--- config.mk ---
export PLATFORM = sky130hd
export DESIGN_NAME = bounded_stack_with_search
export DESIGN_NICKNAME = d
export VERILOG_FILES = /design/src/rtl/bss_pkg.sv /design/src/rtl/bss_ctrl.sv /design/src/rtl/bss_datapath.sv /design/src/rtl/bounded_stack_with_search.sv
export SDC_FILE = /design/constraint.sdc
export NUM_CORES = 1
export LEC_CHECK = 0
export ABC_AREA = 0
export BUFFER_PORTS_ARGS = -buffer_cell sky130_fd_sc_hd__buf_4
export CORE_MARGIN = 4
export CORE_UTILIZATION = 60
export DETAILED_ROUTE_END_ITERATION = 7
export GPL_ROUTABILITY_DRIVEN = 0
export PLACE_DENSITY = 0.77
export SYNTH_ARGS = -nofsm -noshare
export SYNTH_HDL_FRONTEND = slang
export SYNTH_SLANG_ARGS = --single-unit
--- constraint.sdc ---
create_clock -name clk_i -period 11.3 [get_ports clk_i]
set_input_delay 0.565 -clock clk_i [delete_from_list [all_inputs] [get_ports clk_i]]
set_output_delay 0.565 -clock clk_i [all_outputs]
set_load 0.01 [all_outputs]
--- src/rtl/bss_pkg.sv ---
// ---------------------------------------------------------------------------
// bss_pkg: shared types for the bounded stack with search
// Beat formats, operation and status codes, controller state, and the
// command and status groups between the controller and the datapath.
// ---------------------------------------------------------------------------
package bss_pkg;

  localparam int unsigned POS_W = 5;

  typedef enum logic [1:0] {
    OP_PUSH   = 2'd0,
    OP_POP    = 2'd1,
    OP_PEEK   = 2'd2,
    OP_SEARCH = 2'd3
  } op_e;

  typedef enum logic [1:0] {
    ST_OK      = 2'd0,
    ST_FULL    = 2'd1,
    ST_EMPTY   = 2'd2,
    ST_MISSING = 2'd3
  } status_e;

  typedef enum logic [1:0] {
    S_IDLE,
    S_DISPATCH,
    S_READ,
    S_SCAN
  } state_e;

  typedef struct packed {
    op_e                operation;
    logic signed [31:0] code;
    logic        [31:0] weight;
  } in_t;

  typedef struct packed {
    status_e            status;
    logic signed [31:0] out_code;
    logic        [31:0] out_weight;
    logic [POS_W-1:0]   position;
    logic               is_full;
    logic               is_empty;
  } out_t;

  typedef struct packed {
    logic    capture;    // latch the accepted input beat
    logic    push_wr;    // write the held record at the top and grow the stack
    logic    pop;        // shrink the stack by one
    logic    rd_top;     // read the top entry
    logic    scan_step;  // read the entry below the one last read
    logic    load_out;   // load the output register
    status_e res_status;
    logic    res_record; // result carries the last read record
  } cmd_t;

  typedef struct packed {
    op_e  op;
    logic full;
    logic empty;
    logic match;
    logic ptr_zero;
    logic out_free;
  } sts_t;

endpackage

--- src/rtl/bss_ctrl.sv ---
// ---------------------------------------------------------------------------
// bss_ctrl: operation sequencer
// Takes one beat at a time, decides the outcome of push, pop and peek, and
// steps a search down the stack one entry per cycle.
// ---------------------------------------------------------------------------
module bss_ctrl (
  input  logic          clk_i,
  input  logic          rst_ni,
  input  logic          in_valid_i,
  output logic          in_stall_o,
  output bss_pkg::cmd_t cmd_o,
  input  bss_pkg::sts_t sts_i
);
  import bss_pkg::*;

  state_e state_q, state_d;

  always_ff @(posedge clk_i or negedge rst_ni) begin
    if (!rst_ni) begin
      state_q <= S_IDLE;
    end else begin
      state_q <= state_d;
    end
  end

  always_comb begin
    state_d          = state_q;
    cmd_o            = '0;
    cmd_o.res_status = ST_OK;
    in_stall_o       = (state_q != S_IDLE);
    unique case (state_q)
      S_IDLE: begin
        if (in_valid_i) begin
          cmd_o.capture = 1'b1;
          state_d       = S_DISPATCH;
        end
      end
      S_DISPATCH: begin
        if (sts_i.op == OP_PUSH) begin
          if (sts_i.out_free) begin
            cmd_o.load_out   = 1'b1;
            cmd_o.res_status = sts_i.full ? ST_FULL : ST_OK;
            cmd_o.push_wr    = !sts_i.full;
            state_d          = S_IDLE;
          end
        end else if (sts_i.empty) begin
          if (sts_i.out_free) begin
            cmd_o.load_out   = 1'b1;
            cmd_o.res_status = ST_EMPTY;
            state_d          = S_IDLE;
          end
        end else begin
          cmd_o.rd_top = 1'b1;
          state_d      = (sts_i.op == OP_SEARCH) ? S_SCAN : S_READ;
        end
      end
      S_READ: begin
        if (sts_i.out_free) begin
          cmd_o.load_out   = 1'b1;
          cmd_o.res_record = 1'b1;
          cmd_o.pop        = (sts_i.op == OP_POP);
          state_d          = S_IDLE;
        end
      end
      S_SCAN: begin
        // The read data always belongs to the entry at the scan pointer.
        if (sts_i.match) begin
          if (sts_i.out_free) begin
            cmd_o.load_out   = 1'b1;
            cmd_o.res_record = 1'b1;
            state_d          = S_IDLE;
          end
        end else if (sts_i.ptr_zero) begin
          if (sts_i.out_free) begin
            cmd_o.load_out   = 1'b1;
            cmd_o.res_status = ST_MISSING;
            state_d          = S_IDLE;
          end
        end else begin
          cmd_o.scan_step = 1'b1;
        end
      end
      default: begin
        state_d = S_IDLE;
      end
    endcase
  end

endmodule

--- src/rtl/bss_datapath.sv ---
// ---------------------------------------------------------------------------
// bss_datapath: record store, fill count and output register
// Holds the stack in a single-port memory with a registered read, the held
// input beat, the scan pointer and the result register.
// ---------------------------------------------------------------------------
module bss_datapath #(
  parameter int unsigned DEPTH = 16
) (
  input  logic          clk_i,
  input  logic          rst_ni,
  input  bss_pkg::in_t  in_data_i,
  input  bss_pkg::cmd_t cmd_i,
  output bss_pkg::sts_t sts_o,
  output logic          out_valid_o,
  input  logic          out_stall_i,
  output bss_pkg::out_t out_data_o
);
  import bss_pkg::*;

  localparam int unsigned AW = (DEPTH > 1) ? $clog2(DEPTH) : 1;
  localparam int unsigned CW = $clog2(DEPTH + 1);

  logic [63:0]   mem_q [DEPTH];
  logic [63:0]   rd_data_q;
  logic [AW-1:0] rd_addr_q, rd_addr_d;
  logic [CW-1:0] count_q, count_d;
  logic [AW-1:0] top_addr;
  logic          rd_en;
  in_t           hold_q;
  out_t          out_q;
  logic          out_valid_q;
  logic [AW:0]   pos_wide;

  assign top_addr = AW'(count_q - CW'(1));
  assign rd_en    = cmd_i.rd_top | cmd_i.scan_step;
  assign rd_addr_d = cmd_i.rd_top ? top_addr : (rd_addr_q - AW'(1));

  always_comb begin
    count_d = count_q;
    if (cmd_i.push_wr) begin
      count_d = count_q + CW'(1);
    end else if (cmd_i.pop) begin
      count_d = count_q - CW'(1);
    end
  end

  always_ff @(posedge clk_i) begin
    if (cmd_i.push_wr) begin
      mem_q[AW'(count_q)] <= {hold_q.code, hold_q.weight};
    end
    if (rd_en) begin
      rd_data_q <= mem_q[rd_addr_d];
      rd_addr_q <= rd_addr_d;
    end
    if (cmd_i.capture) begin
      hold_q <= in_data_i;
    end
  end

  always_ff @(posedge clk_i or negedge rst_ni) begin
    if (!rst_ni) begin
      count_q     <= '0;
      out_valid_q <= 1'b0;
    end else begin
      count_q <= count_d;
      if (cmd_i.load_out) begin
        out_valid_q <= 1'b1;
      end else if (!out_stall_i) begin
        out_valid_q <= 1'b0;
      end
    end
  end

  assign pos_wide = {1'b0, rd_addr_q} + (AW + 1)'(1);

  always_ff @(posedge clk_i) begin
    if (cmd_i.load_out) begin
      out_q.status     <= cmd_i.res_status;
      out_q.out_code   <= cmd_i.res_record ? rd_data_q[63:32] : '0;
      out_q.out_weight <= cmd_i.res_record ? rd_data_q[31:0] : '0;
      out_q.position   <= cmd_i.res_record ? POS_W'(pos_wide) : '0;
      out_q.is_full    <= (count_d == CW'(DEPTH));
      out_q.is_empty   <= (count_d == '0);
    end
  end

  assign sts_o.op       = hold_q.operation;
  assign sts_o.full     = (count_q == CW'(DEPTH));
  assign sts_o.empty    = (count_q == '0);
  assign sts_o.match    = (rd_data_q[63:32] == hold_q.code);
  assign sts_o.ptr_zero = (rd_addr_q == '0);
  assign sts_o.out_free = !out_valid_q || !out_stall_i;

  assign out_valid_o = out_valid_q;
  assign out_data_o  = out_q;

  a_count_bound: assert property (@(posedge clk_i) disable iff (!rst_ni)
    count_q <= CW'(DEPTH))
    else $error("fill count exceeds depth");

  a_push_not_full: assert property (@(posedge clk_i) disable iff (!rst_ni)
    cmd_i.push_wr |-> !sts_o.full)
    else $error("push written into a full stack");

  a_pop_not_empty: assert property (@(posedge clk_i) disable iff (!rst_ni)
    cmd_i.pop |-> !sts_o.empty)
    else $error("pop from an empty stack");

  a_no_overwrite: assert property (@(posedge clk_i) disable iff (!rst_ni)
    cmd_i.load_out |-> sts_o.out_free)
    else $error("result overwrote a beat still waiting at the output");

endmodule

--- src/rtl/bounded_stack_with_search.sv ---
// ---------------------------------------------------------------------------
// bounded_stack_with_search: bounded LIFO stack of records with search
// Push, pop, peek and search-by-code on a stack of DEPTH code/weight records.
// ---------------------------------------------------------------------------
//  channel | direction | handshake            | payload
//  in      | input     | in_valid_i/in_stall_o | bss_pkg::in_t  (op, code, weight)
//  out     | output    | out_valid_o/out_stall_i | bss_pkg::out_t (status, record, flags)
//
// One beat is in work at a time. Push and the empty/full outcomes are decided in
// the dispatch state after acceptance, pop and peek after the top entry is read,
// and a search after reading entries downward from the top, one memory read per cycle.
// A finished result sits in the output register; the next beat is accepted
// while it waits, and the block holds before loading a new result until the
// output side takes the old one. Reset clears the fill count and output valid.
module bounded_stack_with_search #(
  parameter int unsigned DEPTH = 16
) (
  input  logic          clk_i,
  input  logic          rst_ni,
  input  logic          in_valid_i,
  output logic          in_stall_o,
  input  bss_pkg::in_t  in_data_i,
  output logic          out_valid_o,
  input  logic          out_stall_i,
  output bss_pkg::out_t out_data_o
);
  import bss_pkg::*;

  cmd_t cmd;
  sts_t sts;

  bss_ctrl u_ctrl (
    .clk_i      (clk_i),
    .rst_ni     (rst_ni),
    .in_valid_i (in_valid_i),
    .in_stall_o (in_stall_o),
    .cmd_o      (cmd),
    .sts_i      (sts)
  );

  bss_datapath #(
    .DEPTH (DEPTH)
  ) u_datapath (
    .clk_i       (clk_i),
    .rst_ni      (rst_ni),
    .in_data_i   (in_data_i),
    .cmd_i       (cmd),
    .sts_o       (sts),
    .out_valid_o (out_valid_o),
    .out_stall_i (out_stall_i),
    .out_data_o  (out_data_o)
  );

endmodule
# Word level (Yosys, flattened, before mapping)
# Memory sizes are Yosys's and may differ from the RTL's. A register that Yosys moved wholly into a read port is not among the register bits.
# Index checks and enable logic that the tools add are counted.
[word_totals]
register_bits = 151
in_bits = 70
mem_bits_rw = 1024
word_cells = 83
memories = 1
[memory_table]
columns = ["memory", "words", "word_bits", "read_ports", "rd_clocked_by_memory_dff", "wr", "line_no", "source"]
rows = [
  ["u_datapath.mem_q", 16, 64, 1, 1, 1, "bss_datapath.sv:23", "logic [63:0] mem_q [DEPTH];"],
]
[classes]
eq_ne = 11
bitwise_logic = 1
n_reduce_logical = 11
add_sub_neg = 4
mux = 42
[op_table]
columns = ["op", "count"]
rows = [
  ["$eq 32x32->1", 1],
  ["$mux 1", 22],
  ["$mux 3", 6],
  ["$mux 2", 7],
  ["$eq 5x5->1 const B", 2],
  ["$logic_not 5->1", 2],
  ["$mux 5", 2],
  ["$pmux 2 s4", 1],
  ["$eq 2x2->1 const B", 3],
  ["$add 4x1->5 const B", 1],
  ["$add 5x1->5 const B", 1],
  ["$sub 5x1->5 const B", 1],
  ["$eq 2x1->1 const B", 2],
  ["$logic_not 2->1", 2],
  ["$logic_not 4->1", 1],
  ["$mux 4", 1],
  ["$pmux 2 s2", 1],
  ["$sub 4x1->4 const B", 1],
  ["$logic_not 1->1", 3],
  ["$ne 3x3->1 const B", 1],
  ["$pmux 1 s3", 1],
  ["$ne 2x1->1 const B", 1],
  ["$ne 2x2->1 const B", 1],
  ["$pmux 1 s2", 1],
  ["4 further kinds", 4],
]

# Depth between registers and ports, before layout
[depth]
ltp_word = 7
depth_mapped = 13

# Modules after synthesis
# A second synthesis with hierarchy kept.
[unflattened]
cells_unflattened = 3526
hier_area_um2 = 47635.7
[modules_own_cells]
columns = ["module", "area_per_inst_um2", "cells_each", "instances"]
rows = [
  ["bss_datapath", 47405.5, 3496, 1],
  ["bss_ctrl", 230.2, 30, 1],
]

# Worst setup path before layout
# OpenSTA, ideal clock, no wires.
[synth_timing]
kind = "register -> register"
from = "reg u_datapath.count_q[0]"
to = "reg u_datapath.out_q (netlist bit u_datapath.out_data_o[0]), enable pin"
t_arrival_ns = 8.338
slack_ns = 2.353
setup_ns = 0.609
synth_period_minus_slack_ns = 8.947
path_stages_with_launch = 11
n_path_buf = 4
cell_sequence = "dfrtp_1 clkbuf_1 inv_1 ha_1 nand2b_1 o211a_1 buf_4 clkbuf_1 buf_1 a41o_1 nor3b_1"
[synth_rtl]
columns = ["item", "line_no", "source"]
rows = [
  ["start, declared", "bss_datapath.sv:26", "logic [CW-1:0] count_q, count_d;"],
  ["start signal, assigned", "bss_datapath.sv:65", "count_q <= count_d;"],
  ["end, declared", "bss_datapath.sv:30", "out_t out_q;"],
]

# Worst setup path in the final report
[layout_timing]
from = "reg u_datapath.count_q[0]"
to = "reg u_datapath.rd_data_q[49], read port of u_datapath.mem_q (data pin)"
[layout_via]
elab_chain_cells = 5
[layout_rtl]
columns = ["item", "line_no", "source"]
rows = [
  ["$logic_not 5->1", "bss_datapath.sv:89", "assign sts_o.empty = (count_q == '0);"],
  ["$mux 1", "bss_ctrl.sv:46", "end else if (sts_i.empty) begin"],
  ["$mux 1", "bss_ctrl.sv:39", "if (sts_i.op == OP_PUSH) begin"],
  ["$mux 1", "bss_ctrl.sv:31", "unique case (state_q)"],
  ["$mux 4 or $or 1x1->1 (tied branches)", "bss_datapath.sv:36, bss_datapath.sv:35", ""],
  ["end, declared", "bss_datapath.sv:24", "logic [63:0] rd_data_q;"],
]
# Several ways; a longest one is shown, not always the timed one.
# A chain may end at the register's enable or synchronous reset.

==> impl_metrics.csv <==
group,metric,value,unit
setup_path,arrival,5440,ps
setup_path,r2r_start,"u_datapath.count_q[0]$_DFF_PN0_",
final_layout,utilization,0.6781,
floorplanning,core.rowCount,105,
drt,dr.first_iter.drc_count,4033,
drt,antenna_left,0,
setup_path,crit_family,"buffers and inverters",
power,internal_power,10.00,mW
sta,slew_headroom,-0.01605,
floorplanning,start_util,0.6061,
outcome,violations,"slew limit",
setup_path,worst-path-max-fanout,208,
global_route,grt.total_usage,0.2772,
drt,vias,28870,
sta,finalSetupViolations,0,
floorplanning,die_h,296.2,um
yosys,ys_types,47,
drt,top_layer,"met5",
setup_path,crit_slowest_cell,"buf_4",
clock_network,htreeDepth,3,
clock_network,post-cts-setup-buffer-count,0,
yosys,synthCells,3057,
power,ir_drop,419.6,uV
global_route,grt.overflow.total,0,
yosys,synthTopCellsByArea,"edfxtp_1 (74%), o211ai_1 (12%), mux2_1 (3.3%), mux2_2 (2.5%), inv_1 (2.0%)",
final_layout,final_cell_area,0.05577,sq mm
drt,route.layer.met1.wl,47330,um
hold_path,whs_path_depth,1,
sta,drv_slew,52,
floorplanning,fp.dieW,296.2,um
drt,wirelength,122600,um
setup_path,start_kind,"register",
power,cellPowerDensity,283.2,mW/mm^2
yosys,syn-cell-area,0.04985,sq mm
setup_path,crit_path_cell_trace,"inv_1 -> ha_1 -> nand2b_1 -> o2111ai_4 -> a21boi_4 -> buf_12 -> buf_4 -> mux2_2 -> o211ai_1 -> nand4_1",
sta,period_needed,5027,ps
setup_path,ff2ff_path_depth,10,
placement,dpl-instance-area,0.05186,sq mm
setup_path,reg2reg_to,"u_datapath.rd_data_q[49]$_DFFE_PP_",
power,power_leakage,18.11,nW
sta,grt_setup_unrepaired,"no",
final_layout,final_net_count,3214,
final_layout,fin_cells,4309,
floorplanning,coreArea,0.08224,sq mm
floorplanning,io_pins,145,
placement,portBuffers,144,
power,p_comb_frac,0.353,
sta,clock_skew,39.52,ps
sta,worst-slew-pin-transition,1524,ps
yosys,synth_seq_cells,1239,
clock_network,clock-sinks,1239,
drt,drt_pass1_iterations,6,
drt,met2_length,59070,um
drt,wl_met3,11990,um
clock_network,clock_path_buffers,3,
clock_network,clock_latency,690,ps
power,swShare,0.3664,
power,p_seq_frac,0.396,
yosys,synth_top_cell_by_area,"edfxtp_1",
setup_path,endpoint_kind,"register",
setup_path,crit_type,"reg2reg",
drt,viasPerCell,6.699,
clock_network,cts_tree,"done",
drt,wl_per_cell,28.44,um
yosys,synth-seq-area-share,0.7456,
final_layout,drive_gt1_frac,0.1590,
outcome,status,"finished with violations",
setup_path,cpPeakStageDelay,1010,ps
sta,post-route-period-util,0.4449,
placement,place_inst,4086,
run,maxCapViolations,0,
global_route,grt_max_degree,235,
setup_path,r2r_slack,6270,ps
hold_path,holdCritPathClass,"in2reg",
global_route,grt_pass1_vias,28890,
global_route,grt_pass1_wl,180500,um
setup_path,crit_required,11710,ps
yosys,synth_fp_nets,3135,
setup_path,crit_buf_inv,3,
yosys,synth_top_cell_area_share,0.7415,
clock_network,clockRootBuffer,"clkbuf_16",
drt,drc,0,
yosys,ys_warn_count,0,
power,pwr-share-clk,0.251,
power,p_sw,5.787,mW
hold_path,holdPathEnd,"u_datapath.hold_q[18]$_DFFE_PP_",
clock_network,cts_buffers,117,
global_route,antenna_found_initial,2,
floorplanning,dieArea,0.08776,sq mm
sta,max_clock_freq,198.9,MHz
placement,dp.final_hpwl,58030,um
clock_network,cts.clk_slew.worst_paths,60,ps
sta,tns,0,ps
hold_path,min_from,"in_data_i[18]",
final_layout,syn2layout_area_growth,11.88,%
yosys,synth_area_per_cell,16.31,sq um
sta,finalHoldViolCount,0,
sta,whs,46.90,ps
final_layout,n_antenna_cell,0,
[cells by family after synthesis]
family                   share of synthesized area
adder cells (fa/ha/maj)                   0.002008
AO/OA/AOI/OAI                               0.1195
flip-flops                                  0.7456
buffers and inverters                      0.04136
multiplexers                               0.05868
XOR/XNOR                                  0.007906
AND/OR/NAND/NOR                            0.02500
[per-layer routing]
metal | vias to the layer above | GRT usage
met3 | 289 | 0.04396
met5 | - | 0
li1 | 12270 | -
met1 | 14560 | 0.3867
met2 | 1752 | 0.4498
met4 | 2 | 0.1028
[Yosys cell counts, drive strengths merged]
| library cell | number |
|---|---|
| edfxtp | 1231 |
| o211ai | 769 |
| inv | 264 |
| mux2 | 258 |
| clkbuf | 137 |
| buf | 100 |
| nand4 | 74 |
| and2 | 70 |
| xnor2 | 39 |
| nor2 | 19 |
| nand2 | 16 |
| a21oi | 9 |
| dfrtp | 8 |
| ha | 8 |
| nand2b | 6 |
| xor2 | 6 |
| nor4 | 5 |
| o22ai | 5 |
| nand3 | 4 |
| nor3 | 4 |
| or2 | 4 |
| and4 | 3 |
| o21ai | 3 |
| and3 | 2 |
| mux2i | 2 |
| a21boi | 1 |
| a2bb2oi | 1 |
| a32oi | 1 |
| a41o | 1 |
| nand4bb | 1 |
| nor2b | 1 |
| nor3b | 1 |
| nor4b | 1 |
| o2111ai | 1 |
| o211a | 1 |
| o21ba | 1 |
[per-stage QoR]
step | power [mW] | worst slack [ps]
final | 15.79 | 6273
after global routing | 16.46 | 6196
after CTS | 15.77 | 6528
after detailed placement | 11.83 | 6504
after global placement | 11.64 | 6645
after floorplan | 10.12 | 2353
[cells in the final DEF, fill, tap and decap left out, drive strengths merged, types with 4 or more instances in the layout]
cell type,n
a21oi,9
xor2,6
ha,8
nand3,4
edfxtp,1231
dfrtp,8
clkbuf,139
mux2,258
buf,196
or2,4
inv,267
bufinv,16
xnor2,39
clkinvlp,4
and2,70
o211ai,769
nor4,5
nor2,19
nand4,74
nand2b,6
clkinv,60
o22ai,5
nor3,4
nand2,16
[state kept, by name, indices dropped and copies added (netlist names)]
register	cells
u_ctrl.state_q	2
u_datapath.count_q	5
u_datapath.hold_q	64
u_datapath.mem_q	1024
u_datapath.out_data_o	73
u_datapath.out_valid_o	1
u_datapath.rd_addr_q	4
u_datapath.rd_data_q	64
u_datapath.sts_o	2
[layout make-up]
type	instances	area [sq um]
inverter	264	1001
fill	5213	26470
multi-input combinational	1317	10850
clock buffer	139	3032
timing repair buffer	197	1519
sequential	1239	37170
tap	1070	1339
clock inverter	83	864.6
[repair_timing]
action                                 in CTS  in global routing
gates resized for setup                     0                  0
endpoints found under the hold margin       8                  0
hold buffers                                1                  0
[power by group through the flow]
stage	Clock, mW	Sequential, mW	Combinational [mW]
finish	3.96	6.25	5.58
global route	4.20	6.29	5.96
CTS	4.00	6.24	5.52
detailed placement	0	6.33	5.51
global placement	0	6.31	5.33
floorplan	0	6.27	3.85
[how the worst max path moves through the flow]
stage                                    startpoint                                  to  slack, ps  cells after the start
floorplan           u_datapath.count_q[0]$_DFF_PN0_  u_datapath.out_data_o[0]$_DFFE_PP_       2350                     10
global placement    u_datapath.count_q[0]$_DFF_PN0_  u_datapath.rd_data_q[49]$_DFFE_PP_       6640                     10
detailed placement  u_datapath.count_q[0]$_DFF_PN0_  u_datapath.rd_data_q[49]$_DFFE_PP_       6500                     10
CTS                 u_datapath.count_q[0]$_DFF_PN0_  u_datapath.rd_data_q[49]$_DFFE_PP_       6530                     10
global route        u_datapath.count_q[0]$_DFF_PN0_  u_datapath.rd_data_q[54]$_DFFE_PP_       6200                     10
finish              u_datapath.count_q[0]$_DFF_PN0_  u_datapath.rd_data_q[49]$_DFFE_PP_       6270                     10
Note: power is estimated with default switching activity, not from simulation.
